### src/pf66_pkg.sv
// Shared types, constants and symbol helpers for the 6x6 Playfair digraph unit.
package pf66_pkg;

   localparam int SIDE   = 6;
   localparam int CELLS  = SIDE * SIDE;
   localparam int CHAR_W = 8;
   localparam int SYM_W  = 6;
   localparam int RC_W   = 3;

   // request kinds carried in req_type
   localparam logic [1:0] REQ_KEY    = 2'd0;
   localparam logic [1:0] REQ_FINISH = 2'd1;
   localparam logic [1:0] REQ_TEXT   = 2'd2;

   // configuration register indexes
   localparam logic CSR_DECRYPT_MODE = 1'b0;
   localparam logic CSR_PAD_CHAR     = 1'b1;

   localparam logic [CHAR_W-1:0] PAD_RESET = 8'd120;

   typedef struct packed {
      logic [1:0]        req_type;
      logic [CHAR_W-1:0] in_char;
      logic              in_last;
   } req_payload_type;

   typedef struct packed {
      logic [CHAR_W-1:0] out_first;
      logic [CHAR_W-1:0] out_second;
      logic              pair_last;
      logic              not_found;
   } rsp_payload_type;

   // controller to datapath
   typedef struct packed {
      logic             req_load;
      logic             key_append;
      logic             fill_append;
      logic [SYM_W-1:0] fill_idx;
      logic             text_decide;
      logic             map_read;
      logic             sq_read;
      logic             emit_load;
      logic             next_pair;
   } pf66_cmd_type;

   // datapath to controller
   typedef struct packed {
      logic text_has_pair;
      logic has_second;
      logic slot_free;
   } pf66_status_type;

   // map a-z to 0..25 and 0-9 to 26..35; top bit flags a valid symbol
   function automatic logic [SYM_W:0] sym_lookup(input logic [CHAR_W-1:0] c);
      logic [CHAR_W-1:0] d;
      d = '0;
      if (c inside {[8'h61:8'h7a]}) begin
         d = c - 8'h61;
         return {1'b1, d[SYM_W-1:0]};
      end
      if (c inside {[8'h30:8'h39]}) begin
         d = c - 8'h30 + 8'd26;
         return {1'b1, d[SYM_W-1:0]};
      end
      return '0;
   endfunction

   // alphabet character at a symbol index
   function automatic logic [CHAR_W-1:0] sym_char(input logic [SYM_W-1:0] idx);
      logic [CHAR_W-1:0] wide;
      wide = {2'b00, idx};
      if (idx < 6'd26) begin
         return 8'h61 + wide;
      end
      return 8'h30 + (wide - 8'd26);
   endfunction

   // fold A-Z to lower case
   function automatic logic [CHAR_W-1:0] to_lower(input logic [CHAR_W-1:0] c);
      if (c inside {[8'h41:8'h5a]}) begin
         return c + 8'd32;
      end
      return c;
   endfunction

endpackage

### src/pf66_ctrl.sv
// Sequencer for the Playfair unit: request dispatch, alphabet walk and pair steps.
module pf66_ctrl (
   input  logic                     clock,
   input  logic                     reset,
   input  logic                     req_valid,
   input  logic [1:0]               req_kind,
   output logic                     busy,
   input  pf66_pkg::pf66_status_type status,
   output pf66_pkg::pf66_cmd_type    cmd
);

   typedef enum logic [6:0] {
      ST_IDLE = 7'b0000001,
      ST_KEY  = 7'b0000010,
      ST_FILL = 7'b0000100,
      ST_TEXT = 7'b0001000,
      ST_MAP  = 7'b0010000,
      ST_SQ   = 7'b0100000,
      ST_EMIT = 7'b1000000
   } state_type;

   state_type                    state_ff, state_in;
   logic [pf66_pkg::SYM_W-1:0]   walk_ff, walk_in;

   assign busy = (state_ff != ST_IDLE);

   // next state and commands
   always_comb begin
      state_in = state_ff;
      walk_in  = walk_ff;
      cmd      = '0;
      cmd.fill_idx = walk_ff;
      case (state_ff)
         ST_IDLE: begin
            if (req_valid) begin
               cmd.req_load = 1'b1;
               walk_in      = '0;
               case (req_kind)
                  pf66_pkg::REQ_KEY:    state_in = ST_KEY;
                  pf66_pkg::REQ_FINISH: state_in = ST_FILL;
                  pf66_pkg::REQ_TEXT:   state_in = ST_TEXT;
                  default:              state_in = ST_IDLE;
               endcase
            end
         end
         ST_KEY: begin
            cmd.key_append = 1'b1;
            state_in       = ST_IDLE;
         end
         ST_FILL: begin
            cmd.fill_append = 1'b1;
            if (walk_ff == pf66_pkg::SYM_W'(pf66_pkg::CELLS - 1)) begin
               walk_in  = '0;
               state_in = ST_IDLE;
            end else begin
               walk_in = walk_ff + 1'b1;
            end
         end
         ST_TEXT: begin
            cmd.text_decide = 1'b1;
            state_in = status.text_has_pair ? ST_MAP : ST_IDLE;
         end
         ST_MAP: begin
            cmd.map_read = 1'b1;
            state_in     = ST_SQ;
         end
         ST_SQ: begin
            cmd.sq_read = 1'b1;
            state_in    = ST_EMIT;
         end
         ST_EMIT: begin
            if (status.slot_free) begin
               cmd.emit_load = 1'b1;
               if (status.has_second) begin
                  cmd.next_pair = 1'b1;
                  state_in      = ST_MAP;
               end else begin
                  state_in = ST_IDLE;
               end
            end
         end
         default: begin
            state_in = ST_IDLE;
         end
      endcase
   end

   // hold state
   always_ff @(posedge clock) begin
      if (reset) begin
         state_ff <= ST_IDLE;
         walk_ff  <= '0;
      end else begin
         state_ff <= state_in;
         walk_ff  <= walk_in;
      end
   end

endmodule

### src/pf66_dpath.sv
// Datapath for the Playfair unit: square and position memories, pairing and result register.
module pf66_dpath (
   input  logic                                 clock,
   input  logic                                 reset,
   input  pf66_pkg::req_payload_type             req_data,
   input  logic                                 csr_write_en,
   input  logic                                 csr_index,
   input  logic [pf66_pkg::CHAR_W-1:0]           csr_wdata,
   input  pf66_pkg::pf66_cmd_type                cmd,
   output pf66_pkg::pf66_status_type             status,
   output logic                                 rsp_valid,
   input  logic                                 rsp_stall,
   output pf66_pkg::rsp_payload_type             rsp_data
);

   localparam int SW = pf66_pkg::SYM_W;
   localparam int CW = pf66_pkg::CHAR_W;
   localparam int RW = pf66_pkg::RC_W;
   localparam logic [RW-1:0] LAST_RC = RW'(pf66_pkg::SIDE - 1);

   // configuration
   logic                decrypt_ff;
   logic [CW-1:0]       pad_ff;

   // square build state
   logic [pf66_pkg::CELLS-1:0] present_ff;
   logic [SW-1:0]       fill_ff;
   logic [RW-1:0]       fill_row_ff, fill_col_ff;

   // memories: cell characters by position, row/col by symbol
   logic [CW-1:0]       square_ff [pf66_pkg::CELLS];
   logic [2*RW-1:0]     posmap_ff [pf66_pkg::CELLS];

   // pairing state
   logic                pend_ff, pend_in;
   logic [CW-1:0]       pchar_ff, pchar_in;
   logic                second_ff, second_in;
   pf66_pkg::req_payload_type req_ff;
   logic [CW-1:0]       op_a_ff, op_a_in, op_b_ff, op_b_in, sec_a_ff, sec_a_in;
   logic                op_last_ff, op_last_in;

   // read data
   logic [2*RW-1:0]     pm0_ff, pm1_ff;
   logic [CW-1:0]       sq0_ff, sq1_ff;

   // result register
   logic                rsp_valid_ff;
   pf66_pkg::rsp_payload_type rsp_data_ff;

   // append path
   logic [SW:0]         key_sym;
   logic                app_ok;
   logic [SW-1:0]       app_idx;
   logic                do_append;

   // lookup and rule logic
   logic [SW:0]         look_a, look_b;
   logic                found_a, found_b, nf;
   logic [RW-1:0]       r1, c1, r2, c2, r1n, c1n, r2n, c2n;
   logic [SW-1:0]       addr0, addr1;

   function automatic logic [RW-1:0] wrap_step(input logic [RW-1:0] v, input logic back);
      if (back) begin
         return (v == '0) ? LAST_RC : v - 1'b1;
      end
      return (v == LAST_RC) ? '0 : v + 1'b1;
   endfunction

   function automatic logic [SW-1:0] cell_addr(input logic [RW-1:0] r, input logic [RW-1:0] c);
      logic [SW-1:0] rw;
      rw = {{(SW-RW){1'b0}}, r};
      return (rw << 2) + (rw << 1) + {{(SW-RW){1'b0}}, c};
   endfunction

   // pick the symbol to append
   always_comb begin
      key_sym = pf66_pkg::sym_lookup(pf66_pkg::to_lower(req_ff.in_char));
      app_ok  = 1'b0;
      app_idx = cmd.fill_idx;
      if (cmd.key_append) begin
         app_ok  = key_sym[SW];
         app_idx = key_sym[SW-1:0];
      end else if (cmd.fill_append) begin
         app_ok  = 1'b1;
      end
      do_append = app_ok && !present_ff[app_idx]
                  && (fill_ff < SW'(pf66_pkg::CELLS));
   end

   // decide pairs for a text request, or step to the second pair
   always_comb begin
      pend_in    = pend_ff;
      pchar_in   = pchar_ff;
      second_in  = second_ff;
      op_a_in    = op_a_ff;
      op_b_in    = op_b_ff;
      op_last_in = op_last_ff;
      sec_a_in   = sec_a_ff;
      if (cmd.text_decide) begin
         second_in = 1'b0;
         if (!pend_ff) begin
            if (req_ff.in_last) begin
               op_a_in    = req_ff.in_char;
               op_b_in    = pad_ff;
               op_last_in = 1'b1;
            end else begin
               pend_in  = 1'b1;
               pchar_in = req_ff.in_char;
            end
         end else if (req_ff.in_char == pchar_ff) begin
            op_a_in    = pchar_ff;
            op_b_in    = pad_ff;
            op_last_in = 1'b0;
            if (req_ff.in_last) begin
               second_in = 1'b1;
               sec_a_in  = req_ff.in_char;
               pend_in   = 1'b0;
               pchar_in  = '0;
            end
         end else begin
            op_a_in    = pchar_ff;
            op_b_in    = req_ff.in_char;
            op_last_in = req_ff.in_last;
            pend_in    = 1'b0;
            pchar_in   = '0;
         end
      end else if (cmd.next_pair) begin
         op_a_in    = sec_a_ff;
         op_b_in    = pad_ff;
         op_last_in = 1'b1;
         second_in  = 1'b0;
      end
   end

   // lookup and cipher rule
   always_comb begin
      look_a  = pf66_pkg::sym_lookup(op_a_ff);
      look_b  = pf66_pkg::sym_lookup(op_b_ff);
      found_a = look_a[SW] && present_ff[look_a[SW-1:0]];
      found_b = look_b[SW] && present_ff[look_b[SW-1:0]];
      nf      = !(found_a && found_b);
      r1 = pm0_ff[2*RW-1:RW];
      c1 = pm0_ff[RW-1:0];
      r2 = pm1_ff[2*RW-1:RW];
      c2 = pm1_ff[RW-1:0];
      r1n = r1;
      r2n = r2;
      c1n = c2;
      c2n = c1;
      if (r1 == r2) begin
         c1n = wrap_step(c1, decrypt_ff);
         c2n = wrap_step(c2, decrypt_ff);
      end else if (c1 == c2) begin
         r1n = wrap_step(r1, decrypt_ff);
         r2n = wrap_step(r2, decrypt_ff);
         c1n = c1;
         c2n = c2;
      end
      addr0 = cell_addr(r1n, c1n);
      addr1 = cell_addr(r2n, c2n);
   end

   // memories and read registers
   always_ff @(posedge clock) begin
      if (do_append) begin
         square_ff[fill_ff]  <= pf66_pkg::sym_char(app_idx);
         posmap_ff[app_idx]  <= {fill_row_ff, fill_col_ff};
      end
      if (cmd.map_read) begin
         pm0_ff <= posmap_ff[look_a[SW-1:0]];
         pm1_ff <= posmap_ff[look_b[SW-1:0]];
      end
      if (cmd.sq_read) begin
         sq0_ff <= square_ff[addr0];
         sq1_ff <= square_ff[addr1];
      end
   end

   // payload registers
   always_ff @(posedge clock) begin
      if (cmd.req_load) begin
         req_ff <= req_data;
      end
      op_a_ff    <= op_a_in;
      op_b_ff    <= op_b_in;
      op_last_ff <= op_last_in;
      sec_a_ff   <= sec_a_in;
      if (cmd.emit_load) begin
         rsp_data_ff.out_first  <= nf ? op_a_ff : sq0_ff;
         rsp_data_ff.out_second <= nf ? op_b_ff : sq1_ff;
         rsp_data_ff.pair_last  <= op_last_ff;
         rsp_data_ff.not_found  <= nf;
      end
   end

   // control registers
   always_ff @(posedge clock) begin
      if (reset) begin
         decrypt_ff   <= 1'b0;
         pad_ff       <= pf66_pkg::PAD_RESET;
         present_ff   <= '0;
         fill_ff      <= '0;
         fill_row_ff  <= '0;
         fill_col_ff  <= '0;
         pend_ff      <= 1'b0;
         pchar_ff     <= '0;
         second_ff    <= 1'b0;
         rsp_valid_ff <= 1'b0;
      end else begin
         if (csr_write_en) begin
            case (csr_index)
               pf66_pkg::CSR_DECRYPT_MODE: decrypt_ff <= csr_wdata[0];
               pf66_pkg::CSR_PAD_CHAR:     pad_ff     <= csr_wdata;
               default:                    pad_ff     <= pad_ff;
            endcase
         end
         if (do_append) begin
            present_ff[app_idx] <= 1'b1;
            fill_ff             <= fill_ff + 1'b1;
            if (fill_col_ff == LAST_RC) begin
               fill_col_ff <= '0;
               fill_row_ff <= fill_row_ff + 1'b1;
            end else begin
               fill_col_ff <= fill_col_ff + 1'b1;
            end
         end
         pend_ff   <= pend_in;
         pchar_ff  <= pchar_in;
         second_ff <= second_in;
         // load a result, or drop the one taken
         if (cmd.emit_load) begin
            rsp_valid_ff <= 1'b1;
         end else if (!rsp_stall) begin
            rsp_valid_ff <= 1'b0;
         end
      end
   end

   assign status.text_has_pair = pend_ff || req_ff.in_last;
   assign status.has_second    = second_ff;
   assign status.slot_free     = !rsp_valid_ff || !rsp_stall;
   assign rsp_valid = rsp_valid_ff;
   assign rsp_data  = rsp_data_ff;

endmodule

### src/playfair_6x6_digraph_cipher_unit.sv
// Top level of the 6x6 Playfair digraph cipher unit.
//
//   channel   direction  handshake             payload
//   req_      in         req_valid/req_stall   req_data  (req_type, in_char, in_last)
//   rsp_      out        rsp_valid/rsp_stall   rsp_data  (out_first, out_second,
//                                                         pair_last, not_found)
//   csr_      in         csr_write_en          csr_index, csr_wdata
//
// A key request appends once; a finish request walks the alphabet, one symbol per cycle.
// A text request decides its pairing, then each digraph takes a position lookup, a square
// read and a result load that waits while a held result is stalled; the two-port memory reads set the digraph steps.
// The result register frees the sequencer while a request waits on rsp_stall; a held
// result stalls only a following digraph. Reset is synchronous and clears the square.
module playfair_6x6_digraph_cipher_unit (
   input  logic                               clock,
   input  logic                               reset,
   input  logic                               req_valid,
   output logic                               req_stall,
   input  pf66_pkg::req_payload_type           req_data,
   output logic                               rsp_valid,
   input  logic                               rsp_stall,
   output pf66_pkg::rsp_payload_type           rsp_data,
   input  logic                               csr_write_en,
   input  logic                               csr_index,
   input  logic [pf66_pkg::CHAR_W-1:0]         csr_wdata
);

   pf66_pkg::pf66_cmd_type    cmd;
   pf66_pkg::pf66_status_type status;
   logic                      busy;

   pf66_ctrl u_ctrl (
      .clock     (clock),
      .reset     (reset),
      .req_valid (req_valid),
      .req_kind  (req_data.req_type),
      .busy      (busy),
      .status    (status),
      .cmd       (cmd)
   );

   pf66_dpath u_dpath (
      .clock        (clock),
      .reset        (reset),
      .req_data     (req_data),
      .csr_write_en (csr_write_en),
      .csr_index    (csr_index),
      .csr_wdata    (csr_wdata),
      .cmd          (cmd),
      .status       (status),
      .rsp_valid    (rsp_valid),
      .rsp_stall    (rsp_stall),
      .rsp_data     (rsp_data)
   );

   // take a request only while the sequencer is idle
   assign req_stall = busy;

endmodule

### config.mk
export PLATFORM = sky130hd
export DESIGN_NAME = playfair_6x6_digraph_cipher_unit
export DESIGN_NICKNAME = d
export VERILOG_FILES = /design/src/pf66_pkg.sv /design/src/pf66_ctrl.sv /design/src/pf66_dpath.sv /design/src/playfair_6x6_digraph_cipher_unit.sv
export SDC_FILE = /design/constraint.sdc
export NUM_CORES = 1
export LEC_CHECK = 0
export BUFFER_PORTS_ARGS = -buffer_cell sky130_fd_sc_hd__buf_2
export CORE_MARGIN = 3
export CORE_UTILIZATION = 40
export CTS_CLUSTER_DIAMETER = 120
export DETAILED_ROUTE_END_ITERATION = 6
export SLEW_MARGIN = 20
export SYNTH_ARGS = -nofsm -noshare
export SYNTH_HDL_FRONTEND = slang
export SYNTH_SLANG_ARGS = --single-unit
export TNS_END_PERCENT = 1
### constraint.sdc
create_clock -name clock -period 7 [get_ports clock]
set_input_delay 0.7 -clock clock [delete_from_list [all_inputs] [get_ports clock]]
set_output_delay 0.7 -clock clock [all_outputs]
set_load 0.05 [all_outputs]
# After elaboration in Yosys (flattened, before gate mapping)
# Memory sizes are Yosys's and may differ from the RTL's. A register that Yosys moved wholly into a read port is not among the register bits.
# Cells that the tools add are included.
# classes
addsub	29
order_cmp	20
eq_ne	26
mux	121
bitwise_logic	2
n_reduce_logical	34
# ops
cell	n
8-bit two-way mux	20
7-bit two-way mux	15
3-bit two-way mux	25
1-bit two-way mux	47
7-bit one-hot mux with 6 select lines	1
36-bit bitwise OR	1
6-bit subtractor (second input constant)	6
8-bit by 7-bit greater-or-equal comparator with 1-bit output (second input constant)	4
8-bit by 7-bit <= comparator with 1-bit output (second input constant)	4
8-bit by 6-bit greater-or-equal comparator with 1-bit output (second input constant)	3
8-bit by 6-bit <= comparator with 1-bit output (second input constant)	3
6-bit by 7-bit less-than comparator with 1-bit output (second input constant)	3
3-bit by 1-bit adder with 3-bit output (second input constant)	6
6-bit by 5-bit adder with 6-bit output (second input constant)	3
1-bit binary-select mux with 6-bit select	3
6-bit two-way mux	3
3-bit equality test (second input constant)	5
1-bit logical AND	13
5-bit by 4-bit adder with 6-bit output	2
6-bit by 1-bit adder with 6-bit output (second input constant)	2
6-bit by 3-bit adder with 6-bit output	2
3-bit logical NOT	4
4-bit one-hot mux with 3 select lines	1
6-bit one-hot mux with 2 select lines	1
other kinds (36)	55
# totals
register_bits	133
ram_bits	504
input_bits	25
output_inout_bits	20
elab_cells	256
mem_count	2
# mem_list
memory	depth	word_bits	rd	rd_clocked_by_memory_dff	wr	line_no	rtl
u_dpath.square_ff	36	8	2	2	1	pf66_dpath.sv:31	logic [CW-1:0] square_ff [pf66_pkg::CELLS];
u_dpath.posmap_ff	36	6	2	2	1	pf66_dpath.sv:32	logic [2*RW-1:0] posmap_ff [pf66_pkg::CELLS];

# Logic depth before layout (Yosys ltp)
# depth
depth_word	19
mapped_depth	20
depth_no_buf	17

# Cells and area by module
# A second synthesis with hierarchy kept.
# unflattened
cells_unflattened	2678
hier_area_um2	33819.9
# modules_own_cells
mod	n_inst	cells_each	area_each_um2	seq_area_each_um2
pf66_dpath	1	2573	32960.4	18898.1
pf66_ctrl	1	105	859.6	260.2

# Worst setup path after synthesis
# Ideal clock, no wire load.
# synth_timing
path_type	reg2reg
from	register u_dpath.pm0_ff[4] (read register of u_dpath.posmap_ff)
to	register u_dpath.sq0_ff[5] (read register of u_dpath.square_ff) (data pin)
arrival_ns	5.007
required_time_ns	6.730
path_slack_ns	1.723
stages_incl_launch_ff	21
synth_period_minus_slack_ns	5.277
cell_sequence	edfxtp_1 -> clkbuf_1 -> xnor2_1 -> nand3_1 -> clkbuf_1 -> nand4_1 -> inv_1 -> nand2_1 -> nor3_1 -> a21oi_1 -> nor2_1 -> a221oi_1 -> inv_1 -> fa_1 -> ha_1 -> fa_1 -> xor2_1 -> clkbuf_1 -> mux4_2 -> mux2i_1 -> a21oi_1
# synth_between
elab_chain_len	8
# synth_lines
element	line_no	rtl
start, declared	pf66_dpath.sv:43	logic [2*RW-1:0] pm0_ff, pm1_ff;
3-bit by 1-bit subtractor with 3-bit output or 3-bit logical NOT (tied branches)	pf66_dpath.sv:64	return (v == '0) ? LAST_RC : v - 1'b1;
3-bit two-way mux	pf66_dpath.sv:64	
3-bit two-way mux	pf66_dpath.sv:63	if (back) begin
3-bit two-way mux	pf66_dpath.sv:66	return (v == LAST_RC) ? '0 : v + 1'b1;
3-bit two-way mux	pf66_dpath.sv:153	end else if (c1 == c2) begin
3-bit two-way mux	pf66_dpath.sv:150	if (r1 == r2) begin
5-bit by 4-bit adder with 6-bit output	pf66_dpath.sv:72	return (rw << 2) + (rw << 1) + {{(SW-RW){1'b0}}, c};
6-bit by 3-bit adder with 6-bit output (*)	pf66_dpath.sv:72	
end, declared	pf66_dpath.sv:44	logic [CW-1:0] sq0_ff, sq1_ff;
# Every way passes the cells marked *; elsewhere a longest branch is shown, timed or not. The select of a mux whose other input is x is not followed.
# A chain may end at the register's enable or synchronous reset.

# Worst setup path after layout
# layout_timing
from	register u_dpath.req_ff[2] (netlist name)
to	memory u_dpath.square_ff[10][5] (netlist name), enable pin
# layout_between
elab_chain_len	18
# layout_lines
element	line_no	rtl
start, declared	pf66_dpath.sv:38	pf66_pkg::req_payload_type req_ff;
start signal, assigned	pf66_dpath.sv:182	req_ff <= req_data;
8-bit by 7-bit greater-or-equal comparator with 1-bit output or 8-bit by 7-bit <= comparator with 1-bit output (tied branches)	pf66_pkg.sv:81	if (c inside {[8'h41:8'h5a]}) begin
1-bit logical AND	pf66_pkg.sv:81	
1-bit two-way mux	pf66_pkg.sv:81	
8-bit two-way mux (*)	pf66_pkg.sv:84	return c;
parallel branches: the longest is 5 deep, another holds 6-bit subtractor	n/a	
7-bit two-way mux (*)	pf66_pkg.sv:62	if (c inside {[8'h30:8'h39]}) begin
6-bit two-way mux	pf66_dpath.sv:80	if (cmd.key_append) begin
1-bit binary-select mux with 6-bit select	pf66_dpath.sv:86	do_append = app_ok && !present_ff[app_idx]
1-bit two-way mux (not written as such)	pf66_dpath.sv:86	
1-bit logical NOT	pf66_dpath.sv:86	
1-bit logical AND (*)	pf66_dpath.sv:86	
1-bit logical AND (*)	pf66_dpath.sv:87	&& (fill_ff < SW'(pf66_pkg::CELLS));
1-bit two-way mux (*)	pf66_dpath.sv:165	if (do_append) begin
1-bit two-way mux (not written as such) (*)	pf66_dpath.sv:166	square_ff[fill_ff] <= pf66_pkg::sym_char(app_idx);
end, declared	pf66_dpath.sv:31	
# Mark *: on every way between the ends. The select of a mux whose other input is x is not followed.

==> flow_summary.ini <==
[sta]
setup_viol = 0
fin_crit_ns = 6.36
period_share = 0.908
finalClockSkew_ns = 0.0422
hold_viol_final = 0
worst_pin_slew_ns = 1.07
rsz0062_at_grt = no
slew_headroom = 0.288
finalSetupTns_ns = 0
maxSlewViolCount = 0
fmax_mhz = 157

[detailed_routing]
ant_nets = 0
wl_per_cell_um = 25.2
num_vias = 23600
first_pass_iters = 6
route.detailed.drc = 0
vias_per_cell = 6.14
routed_wl_mm = 96.9
initialDrtViolationCount = 2781

[worst_setup_path]
endpoint_kind = register
reg2reg_slack_ns = 0.64
slowest_stage = or4_2
crit_arrival_ns = 6.61
path_max_fanout = 20
crit_required_ns = 7.25
worstSetupPathType = reg2reg
slowest_delay_ns = 0.90
path_cells = inv_1, ha_1, or4b_4, nor3_2, nor3_2, o22ai_2, buf_4, inv_2, mux2i_1, o21ai_0, a221oi_1, nor2_1, or4_2, or4b_1, nor2_1
startpoint_type = register

[power]
leakage_nw = 13.0
max-vdd-ir-drop_mv = 0.190
power_mw = 8.93
powerDensity_nw_per_um2 = 236

[yosys]
synth_edf_count = 584
synth_area_sq_um = 33600
syn_avg_cell_area_sq_um = 12.5
synth-seq-area-share = 0.570
synth-seq-cells = 665
yosysWarnings = 0
synth_ff_type = edfxtp_1
syn_inst = 2683
synthArstFlopShare = 0
synthDistinctLibCells = 92

[layout]
syn_to_final_growth_pct = 12.5
diodes = 0
drive_gt1_frac = 0.179
n_fill_cell = 7165
final_nets = 2781
final_cell_mix = edfxtp_1, nand2_1, mux4_2
final_common_cell = edfxtp_1

[cts]
cts_max_level = 3
path_clk_slew_ns = 0.06
holdBufCountCts = 0
cts_root_buf = clkbuf_16
cts_resized = 0
cts_made_buffers = 72
cts_max_path_buffers = 3
cts.sinks = 665
clock_latency_ns = 0.65
cts_setup_buffers = 0
cts_tree = built

[global_route]
grt.met2_usage = 0.355
grt_pass1_vias = 23000
grt_most_used_layer = met2
globalRouteTotalUtil = 0.220
grt_max_degree = 176
overflow = 0
antenna_found_initial = 0
grt_first_pass_wirelength_mm = 145
use_met3 = 0.0395
met1_usage = 0.297

[place]
io_buffers = 44
gp_congestion = 0.908
dp_hpwl_mm = 64.6

[floorplanning]
coreArea_sq_um = 82600
dieHeight_um = 296
die_area_sq_um = 87500
die_w_um = 296
rows = 105
initial_core_util = 0.407
pin_count = 45

[job]
max-cap-violations = 0

[run_status]
status = complete, no violations

[min_path]
hp-class = in2reg
==> sequential cells by signal, indices dropped and copies added, names as in the netlist, 9 cells and up <==
| register | flops |
|---|---|
| u_dpath.req_ff | 9 |
| u_dpath.present_ff | 36 |
| u_dpath.square_ff | 288 |
| u_dpath.posmap_ff | 216 |
| u_dpath.rsp_data | 18 |
==> power breakdown <==
group	internal (mW)	switching (mW)	total, mW
Sequential	4.37	0.0755	4.45
Clock	2.15	1.65	3.80
Combinational	0.209	0.480	0.688
Total	6.73	2.20	8.93
==> per-layer routing <==
metal,part of all wire,vias to the layer above
met5,0,-
met1,0.41,11900
met2,0.47,1139
met3,0.080,191
met4,0.038,0
li1,-,10400
==> area by class of cell <==
type | instances | area [sq um] | area share
Sequential cell | 665 | 19200 | 0.507
Clock buffer | 90 | 1930 | 0.0510
Multi-Input combinational cell | 1807 | 13900 | 0.367
Tap cell | 1070 | 1340 | 0.0354
Timing Repair Buffer | 123 | 883 | 0.0234
Clock inverter | 41 | 452 | 0.0119
Inverter | 44 | 165 | 0.00437
==> cells in the mapped netlist (10+ instances only) <==
library cell / instances / share of area
edfxtp_1: 584 / 0.52
nand2_1: 446 / 0.050
mux4_2: 176 / 0.12
clkbuf_1: 158 / 0.018
nor2_1: 136 / 0.015
nand3_1: 114 / 0.017
a21oi_1: 107 / 0.016
a211oi_1: 89 / 0.020
dfxtp_1: 81 / 0.048
nor2b_1: 59 / 0.011
a311oi_1: 58 / 0.015
mux2i_1: 57 / 0.017
nor3_1: 54 / 0.0080
a31oi_1: 48 / 0.0089
o21ai_0: 47 / 0.0070
inv_1: 42 / 0.0047
and3_1: 39 / 0.0073
ha_1: 39 / 0.015
o21a_1: 38 / 0.0085
buf_1: 29 / 0.0032
mux2_2: 26 / 0.0087
xnor2_1: 24 / 0.0063
nand4_1: 19 / 0.0035
buf_2: 11 / 0.0016
or3_1: 10 / 0.0019
xor2_1: 10 / 0.0026
==> worst max-delay path, delay by kind of cell (launching register included) <==
family / cells / cell delay [ns]
DFF: 1 / 0.61
AOI/OAI and AO/OA: 3 / 0.63
muxes: 1 / 0.23
and+or+nand+nor: 7 / 3.50
adders and majority gates: 1 / 0.28
buffers and inverters: 3 / 0.72
==> final timing paths <==
check,from,endpoint,cells past startpoint
worst max-delay path,u_dpath.req_ff[2],u_dpath.square_ff[10][5],15
worst max register to register,u_dpath.req_ff[2],u_dpath.square_ff[10][5],15
worst min register to register,u_dpath.op_last_ff,u_dpath.rsp_data[1],0
worst min-delay path,req_data[0],u_dpath.req_ff[0],1
==> per-stage QoR <==
stage                     utilization  setup WS, ns  hold WS (ns)  cells  instance area [sq um]
after floorplan                     -          1.72         0.400   2718                  33700
after global routing            0.457         0.241         0.243   3840                  37800
after detailed placement        0.428         0.751         0.422   3708                  35400
final                           0.457         0.644         0.260   3840                  37800
after global placement          0.428         0.954         0.407   3708                  35400
after CTS                       0.457         0.748         0.233   3839                  37800
==> kinds of logic (layout without fill, tap and decap cells) <==
kind of cell               count (synthesis)  count (layout)  share of synthesized area
xor gates and xnor gates                  34              34                    0.00886
adders and majority gates                 43              43                     0.0169
AOI/OAI and AO/OA                        485             485                      0.101
other                                      1              36                   0.000112
DFF                                      665             665                      0.570
buffers and inverters                    246             298                     0.0286
muxes                                    259             259                      0.144
and+or+nand+nor                          950             950                      0.131
No activity file was read; power rests on OpenSTA's default activity.
